### config.mk
export PLATFORM = sky130hd
export DESIGN_NAME = rsnh_ctrl
export DESIGN_NICKNAME = d
export VERILOG_FILES = /design/src/hw/rtl/rsnh_pkg.sv /design/src/hw/rtl/rsnh_ctrl.sv
export SDC_FILE = /design/constraint.sdc
export NUM_CORES = 1
export LEC_CHECK = 0
export BUFFER_PORTS_ARGS = -buffer_cell sky130_fd_sc_hd__buf_2
export CORE_AREA = 2 2 42 44
export DETAILED_ROUTE_END_ITERATION = 16
export DIE_AREA = 0 0 44 46
export GPL_ROUTABILITY_DRIVEN = 0
export PLACE_DENSITY = 0.61
export SYNTH_ARGS = -nofsm -noshare
export SYNTH_HDL_FRONTEND = slang
export SYNTH_SLANG_ARGS = --single-unit
export TNS_END_PERCENT = 50
### constraint.sdc
create_clock -name i_clk -period 1.6 [get_ports i_clk]
set_input_delay 0.32 -clock i_clk [delete_from_list [all_inputs] [get_ports i_clk]]
set_output_delay 0.32 -clock i_clk [all_outputs]
set_load 0.02 [all_outputs]
### src/hw/rtl/rsnh_pkg.sv
`default_nettype none
package rsnh_pkg;

    // Widths of the fixed-point datapath.
    localparam int CFG_IDX_W = 3;
    localparam int CFG_DATA_W = 32;
    localparam int COORD_W = 32;
    localparam int DIR_W = 18;
    localparam int RAD_W = 31;
    localparam int DIST_W = 31;
    localparam int VMAG_W = 32;
    localparam int PROD_W = 64;
    localparam int H_W = 53;
    localparam int HSPLIT = 26;
    localparam int Q_W = 106;
    localparam int ROOT_W = 53;
    localparam int REM_W = 56;
    localparam int T_W = 55;
    localparam int CNT_W = 6;
    localparam int MUL_STEPS = 10;
    localparam int SQRT_STEPS = ROOT_W;
    localparam logic [DIST_W-1:0] DIST_MAX = {DIST_W{1'b1}};

    typedef enum logic [CFG_IDX_W-1:0] {
        CFG_ORIG_X,
        CFG_ORIG_Y,
        CFG_ORIG_Z,
        CFG_DIR_X,
        CFG_DIR_Y,
        CFG_DIR_Z
    } t_cfg_idx;

    // Product select, issued in this order by the controller's counter.
    typedef enum logic [3:0] {
        MS_DX,
        MS_DY,
        MS_DZ,
        MS_VX,
        MS_VY,
        MS_VZ,
        MS_RR,
        MS_HLL,
        MS_HHL,
        MS_HHH
    } t_mul_sel;

    typedef enum logic [2:0] {
        ACC_NONE,
        ACC_H,
        ACC_Q_SUB32,
        ACC_Q_ADD32,
        ACC_Q_ADD0,
        ACC_Q_ADD27,
        ACC_Q_ADD52
    } t_acc_op;

    typedef struct packed {
        logic     load;
        logic     mul_en;
        t_mul_sel mul_sel;
        logic     check;
        logic     sqrt_step;
        logic     root;
        logic     update;
    } t_cmd;

    typedef struct packed {
        logic q_neg;
        logic last;
        logic out_busy;
    } t_status;

    // Where each product goes once it leaves the multiplier register.
    function automatic t_acc_op f_acc_of(t_mul_sel sel);
        t_acc_op op;
        unique case (sel)
            MS_DX, MS_DY, MS_DZ: op = ACC_H;
            MS_VX, MS_VY, MS_VZ: op = ACC_Q_SUB32;
            MS_RR:               op = ACC_Q_ADD32;
            MS_HLL:              op = ACC_Q_ADD0;
            MS_HHL:              op = ACC_Q_ADD27;
            MS_HHH:              op = ACC_Q_ADD52;
            default:             op = ACC_NONE;
        endcase
        return op;
    endfunction

endpackage
`default_nettype wire

### src/hw/rtl/rsnh_ctrl.sv
`default_nettype none
module rsnh_ctrl (
    input  wire logic             i_clk,
    input  wire logic             i_rst_n,
    input  wire logic             i_valid,
    input  wire rsnh_pkg::t_status i_status,
    output logic                  o_ready,
    output rsnh_pkg::t_cmd        o_cmd
);

    typedef enum logic [2:0] {
        S_IDLE,
        S_MUL,
        S_CHECK,
        S_SQRT,
        S_ROOT,
        S_UPDATE
    } t_state;

    t_state r_state, n_state;
    logic [rsnh_pkg::CNT_W-1:0] r_cnt, n_cnt;

    always_comb begin
        n_state = r_state;
        n_cnt = r_cnt;
        o_cmd = '0;
        o_cmd.mul_sel = rsnh_pkg::MS_DX;
        unique case (r_state)
            S_IDLE: begin
                o_cmd.load = i_valid;
                n_cnt = '0;
                if (i_valid) begin
                    n_state = S_MUL;
                end
            end
            S_MUL: begin
                // One product issued per cycle, then a drain step lets the last one reach its accumulator.
                if (r_cnt < rsnh_pkg::CNT_W'(rsnh_pkg::MUL_STEPS)) begin
                    o_cmd.mul_en = 1'b1;
                    o_cmd.mul_sel = rsnh_pkg::t_mul_sel'(r_cnt[3:0]);
                    n_cnt = r_cnt + 1'b1;
                end else begin
                    n_cnt = '0;
                    n_state = S_CHECK;
                end
            end
            S_CHECK: begin
                o_cmd.check = 1'b1;
                n_state = i_status.q_neg ? S_UPDATE : S_SQRT;
            end
            S_SQRT: begin
                o_cmd.sqrt_step = 1'b1;
                n_cnt = r_cnt + 1'b1;
                if (r_cnt == rsnh_pkg::CNT_W'(rsnh_pkg::SQRT_STEPS - 1)) begin
                    n_state = S_ROOT;
                end
            end
            S_ROOT: begin
                o_cmd.root = 1'b1;
                n_state = S_UPDATE;
            end
            S_UPDATE: begin
                if (!(i_status.last && i_status.out_busy)) begin
                    o_cmd.update = 1'b1;
                    n_state = S_IDLE;
                end
            end
            default: n_state = S_IDLE;
        endcase
    end

    assign o_ready = (r_state == S_IDLE);

    always_ff @(posedge i_clk) begin
        if (!i_rst_n) begin
            r_state <= S_IDLE;
            r_cnt <= '0;
        end else begin
            r_state <= n_state;
            r_cnt <= n_cnt;
        end
    end

endmodule
`default_nettype wire

# Yosys cells after proc, flatten, opt, wreduce, memory -nomap -nowiden
# Cells that the tools add are included.
word_totals:
  output_inout_bits: 11
  word_cells: 34
  ff_bits: 9
  inputBits: 6
op_classes:
  n_reduce_logical: 4
  add_sub_neg: 1
  eq_ne: 10
  n_lt_le_gt_ge: 1
  n_mux: 16
op_table:
  columns: ["op", "count"]
  rows:
  - ["case mux 3 bit (6 select lines)", 1]
  - ["case mux 6 bit (3 select lines)", 1]
  - ["2-to-1 mux 3 bit", 5]
  - ["2-to-1 mux 5 bit", 2]
  - ["inequality test 2 bit, second input constant", 4]
  - ["adder 6 x 1 -> 6 bit, second input constant", 1]
  - ["equality test 3 x 2 -> 1 bit, second input constant", 2]
  - ["equality test 3 bit, second input constant", 2]
  - ["equality test 6 bit, second input constant", 1]
  - ["less-than comparator 6 x 4 -> 1 bit, second input constant", 1]
  - ["2-to-1 mux 1 bit", 6]
  - ["2-to-1 mux 6 bit", 1]
  - ["AND reduction 4 bit", 1]
  - ["equality test 3 x 1 -> 1 bit, second input constant", 1]
  - ["zero test 3 bit", 1]
  - ["nonzero test 3 bit", 1]
  - ["logical AND 1 bit", 1]

# Depth between registers and ports, before layout
logic_depth:
  depth_word: 3
  ltp_mapped: 6
  mapped_depth_nobuf: 6

# Least setup slack after synthesis
# Ideal clock, no wire load.
synth_path:
  kind: "flip-flop to output port"
  start: "register r_cnt[5] in the netlist's numbering"
  end: "output o_cmd[6] in the netlist's numbering"
  stages_incl_launch_ff: 5
  t_required_ns: 1.280
  arrival_ns: 1.397
  path_buffers: 0
  slack_ns: -0.117
  cell_sequence: "dfxtp_1 > nor4b_4 > nand2_2 > nor2_1 > and2_1"
synth_rtl:
  columns: ["item", "line_no", "source"]
  rows:
  - ["from (decl)", "rsnh_ctrl.sv:21", "logic [rsnh_pkg::CNT_W-1:0] r_cnt, n_cnt;"]
  - ["from (signal assigned)", "rsnh_ctrl.sv:80", "r_cnt <= n_cnt;"]
  - ["to (decl)", "rsnh_ctrl.sv:8", "output rsnh_pkg::t_cmd o_cmd"]

==> metrics.md <==
| Metric | Value |
|---|---|
| Post-layout min period | `between 1500 and 2000 ps` |
| CP Max Fanout | `5` |
| PwrDens | `between 700 and 800 nW/um2` |
| Sw frac | `0.3536` |
| Post-synth top area share | `0.2869` |
| Mean Syn Cell Area | `7.951 um2` |
| Pre-CTS WS | `34.25 ps` |
| CTS Buffer Depth | `2` |
| GRT overflow | `0` |
| Antenna violations before repair | `0` |
| Worst VDD drop | `around 370 uV` |
| Peak Freq | `557.8 MHz` |
| Area of the core | `1614 um2` |
| Leak | `0.3734 nW` |
| Count of final hold-check violations | `0` |
| Unrepaired setup endpoints after global routing | `yes` |
| Later-pin clock latency in the skew report | `around 270 ps` |
| Tot Pwr | `~0.68 mW` |
| Mapped Nets | `between 80 and 90` |
| Post-Route WL | `~1600 um` |
| Number of I/O pins | `17` |
| Combinational family with the most area after synthesis | `simple AND/OR/NAND/NOR gates` |
| Worst-Margin Slew | `253.0 ps` |
| Area growth, synth to finish | `36.06%` |
| Seq pwr share | `0.375` |
| Most frequent cells after synthesis | `dfxtp_1 (9), a31oi_1 (7), nand2_1 (5), o21ai_0 (5)` |
| Synth warn | `0` |
| EDFF count, synth | `0` |
| # diodes | `0` |
| Final WS setup | `-192.6 ps` |
| Critical path capture point type | `primary output` |
| Post-synthesis mux area share | `0` |
| Initial DRT Pass Iterations | `3` |
| Compound-cell area share of the yosys netlist | `0.2131` |
| Post-synthesis adder-cell area fraction | `0.03984` |
| Count leader, synth | `dfxtp_1` |
| Clk sinks | `9` |
| Initial core utilization | `0.3891` |
| Via density | `between 5 and 6` |
| Area contributors post-synth | `dfxtp_1 (29%), a31oi_1 (7.0%), and2_1 (4.0%)` |
| Fin crit share | `1.120` |
| Cell variety after synth | `32` |
| GRT Overall Usage | `0.1845` |
| DR iter-0 viols | `12` |
| Via Count | `just under 700` |
| TritonCTS Buffers | `3` |
| Xor and xnor area share after synthesis | `0.01394` |
| Hold-critical path depth | `4` |
| Data required, critical path | `around 1300 ps` |
| Finish-stage setup viols | `6` |
| Mapped Area | `628.1 um2` |
| # DRC | `0` |
| Fin util | `0.5295` |
| Inst Count DP | `approximately 110` |
| Failing checks | `negative setup slack` |
| Dominant cell type by area after synthesis | `dfxtp_1` |
| Main synth FF type | `dfxtp_1` |
| Clk network pwr share | `0.278` |
| Reg2reg end | `r_state[0]$_SDFFE_PN0P_` |
| Post-route cell area | `about 850 um2` |
| Internal Power | `0.4391 mW` |
| Row cnt | `15` |
| Wire per inst | `13.45 um` |
| Hpwl dp | `1091 um` |
| Layout cells sized above 1 | `0.4000` |
| R2R Setup Slk | `-10 ps` |
| Cells on worst reg2reg path | `6` |
| FF-to-FF Start | `r_cnt[5]$_SDFFE_PN0P_` |
| Die area | `~2000 um2` |
| Seq/Total Area, Yosys | `0.2869` |
| Clk root buf | `clkbuf_4` |
| Critical Path Source Type | `flip-flop` |
| Max Cap Violations | `0` |
| Worst-case hold path end point | `r_state[1]$_SDFFE_PN0P_` |
| WP data arrival | `~1500 ps` |
| Routed Antenna Nets | `0` |
| Psw | `about 0.24 mW` |
| Hold path start | `i_status[2]` |
| Tightest Hold Check Type | `in -> reg` |
| H-tree depth | `1` |
| Clock Skew | `2.312 ps` |
| Combinational share of power | `0.347` |
| Layout net count | `about 110` |
| Global-route wire length before repair | `~2600 um` |
| Critical path type | `reg -> out` |
| Filler instances | `between 150 and 200` |
| Cell Area, Placed | `approximately 750 um2` |
| Die height | `between 40 and 50 um` |
| Seq cells post-synth | `9` |
| TritonCTS clock tree | `built` |
| Mapped Cells | `79` |
| Hold Buf Count CTS | `0` |
| Async SR Flop Fraction | `0` |
| Slew margin rel. | `0.8302` |
| Clock-pin slew of the registers on the worst-case setup and hold paths | `70 ps` |
| Final Non-Filler Cells | `122` |
| Status | `finished, violations left` |
| Largest net degree at the start of global routing | `16` |
| Vias in the first global route | `roughly 640` |
| Buffers on Ports | `16` |
| Simple-gate share of the synthesized area | `0.3805` |
| Slew Limit Fails | `0` |
| Die X | `44 um` |
registers in the layout, indices dropped and copies added (netlist names):
name     count
r_state      3
r_cnt        6
power by group through the flow:
stage / clock network, mW / logic [mW] / registers, mW
final: 0.189 / 0.236 / 0.255
after global routing: 0.204 / 0.257 / 0.258
after CTS: 0.195 / 0.220 / 0.255
after detailed placement: 0 / 0.202 / 0.260
after global placement: 0 / 0.199 / 0.259
after floorplan: 0 / 0.149 / 0.256
metrics by stage:
stage | TNS (ps) | hold slack, ps
6_report | -819.1 | 395.4
5_1_grt | -1347 | 411.5
4_1_cts | -735.0 | 388.4
3_5_place_dp | 0 | 531.0
3_3_place_gp | 0 | 512.2
2_1_floorplan | -75.07 | 469.9
routing by layer:
| metal | wire length, um | global-route usage |
|---|---|---|
| met1 | 717 | 0.2109 |
| met2 | 810 | 0.3118 |
| met3 | 66 | 0.02778 |
| met4 | 47 | 0.1333 |
| met5 | 0 | 0 |
cell families after synthesis:
| kind of cell | Yosys count |
|---|---|
| AO/OA/AOI/OAI | 21 |
| XOR/XNOR | 1 |
| adder cells (fa/ha/maj) | 2 |
| buffers and inverters | 8 |
| flip-flops | 9 |
| AND/OR/NAND/NOR | 38 |
how the worst max path moves through the flow:
stage                            start        to  cells after the start
4_1_cts        r_state[2]$_SDFFE_PN0P_  o_cmd[7]                      5
5_1_grt          r_cnt[5]$_SDFFE_PN0P_  o_cmd[4]                      4
3_3_place_gp     r_cnt[5]$_SDFFE_PN0P_  o_cmd[6]                      5
6_report         r_cnt[5]$_SDFFE_PN0P_  o_cmd[6]                      5
2_1_floorplan  r_state[2]$_SDFFE_PN0P_  o_cmd[9]                      3
3_5_place_dp     r_cnt[5]$_SDFFE_PN0P_  o_cmd[7]                      5
repair_timing:
| action | 4_1_cts | 5_1_grt |
|---|---|---|
| buffers inserted | 3 | 1 |
| resized for setup | 13 | 5 |
| pin swaps | 4 | 3 |
| setup endpoints to repair | 9 | 7 |
critical path, cell delays in order, from the launching register on:
cell and delay (ps):
dfxtp_4 350, nor4b_4 310, nand2_2 150, nor2_4 130, and2_4 150, buf_6 110
cell type report:
cell class	count	area [um2]	area share
multi-input cells	62	429.2	0.5022
clock buffers	4	26.28	0.03075
repair buffers	26	172.7	0.2021
well taps	17	21.27	0.02489
flip-flops and latches	9	190.2	0.2225
inverters	4	15.01	0.01757
cells in the final DEF, fill, tap and decap left out, types with 3 or more instances in the layout:
cell	count
inv_1	4
nand2_1	5
o21ai_0	4
clkbuf_4	3
a31oi_1	7
buf_4	12
nand3_1	3
dfxtp_1	5
a21oi_1	3
nor3_1	3
nand3b_1	3
buf_2	12
No activity file was read; power rests on OpenSTA's default activity.
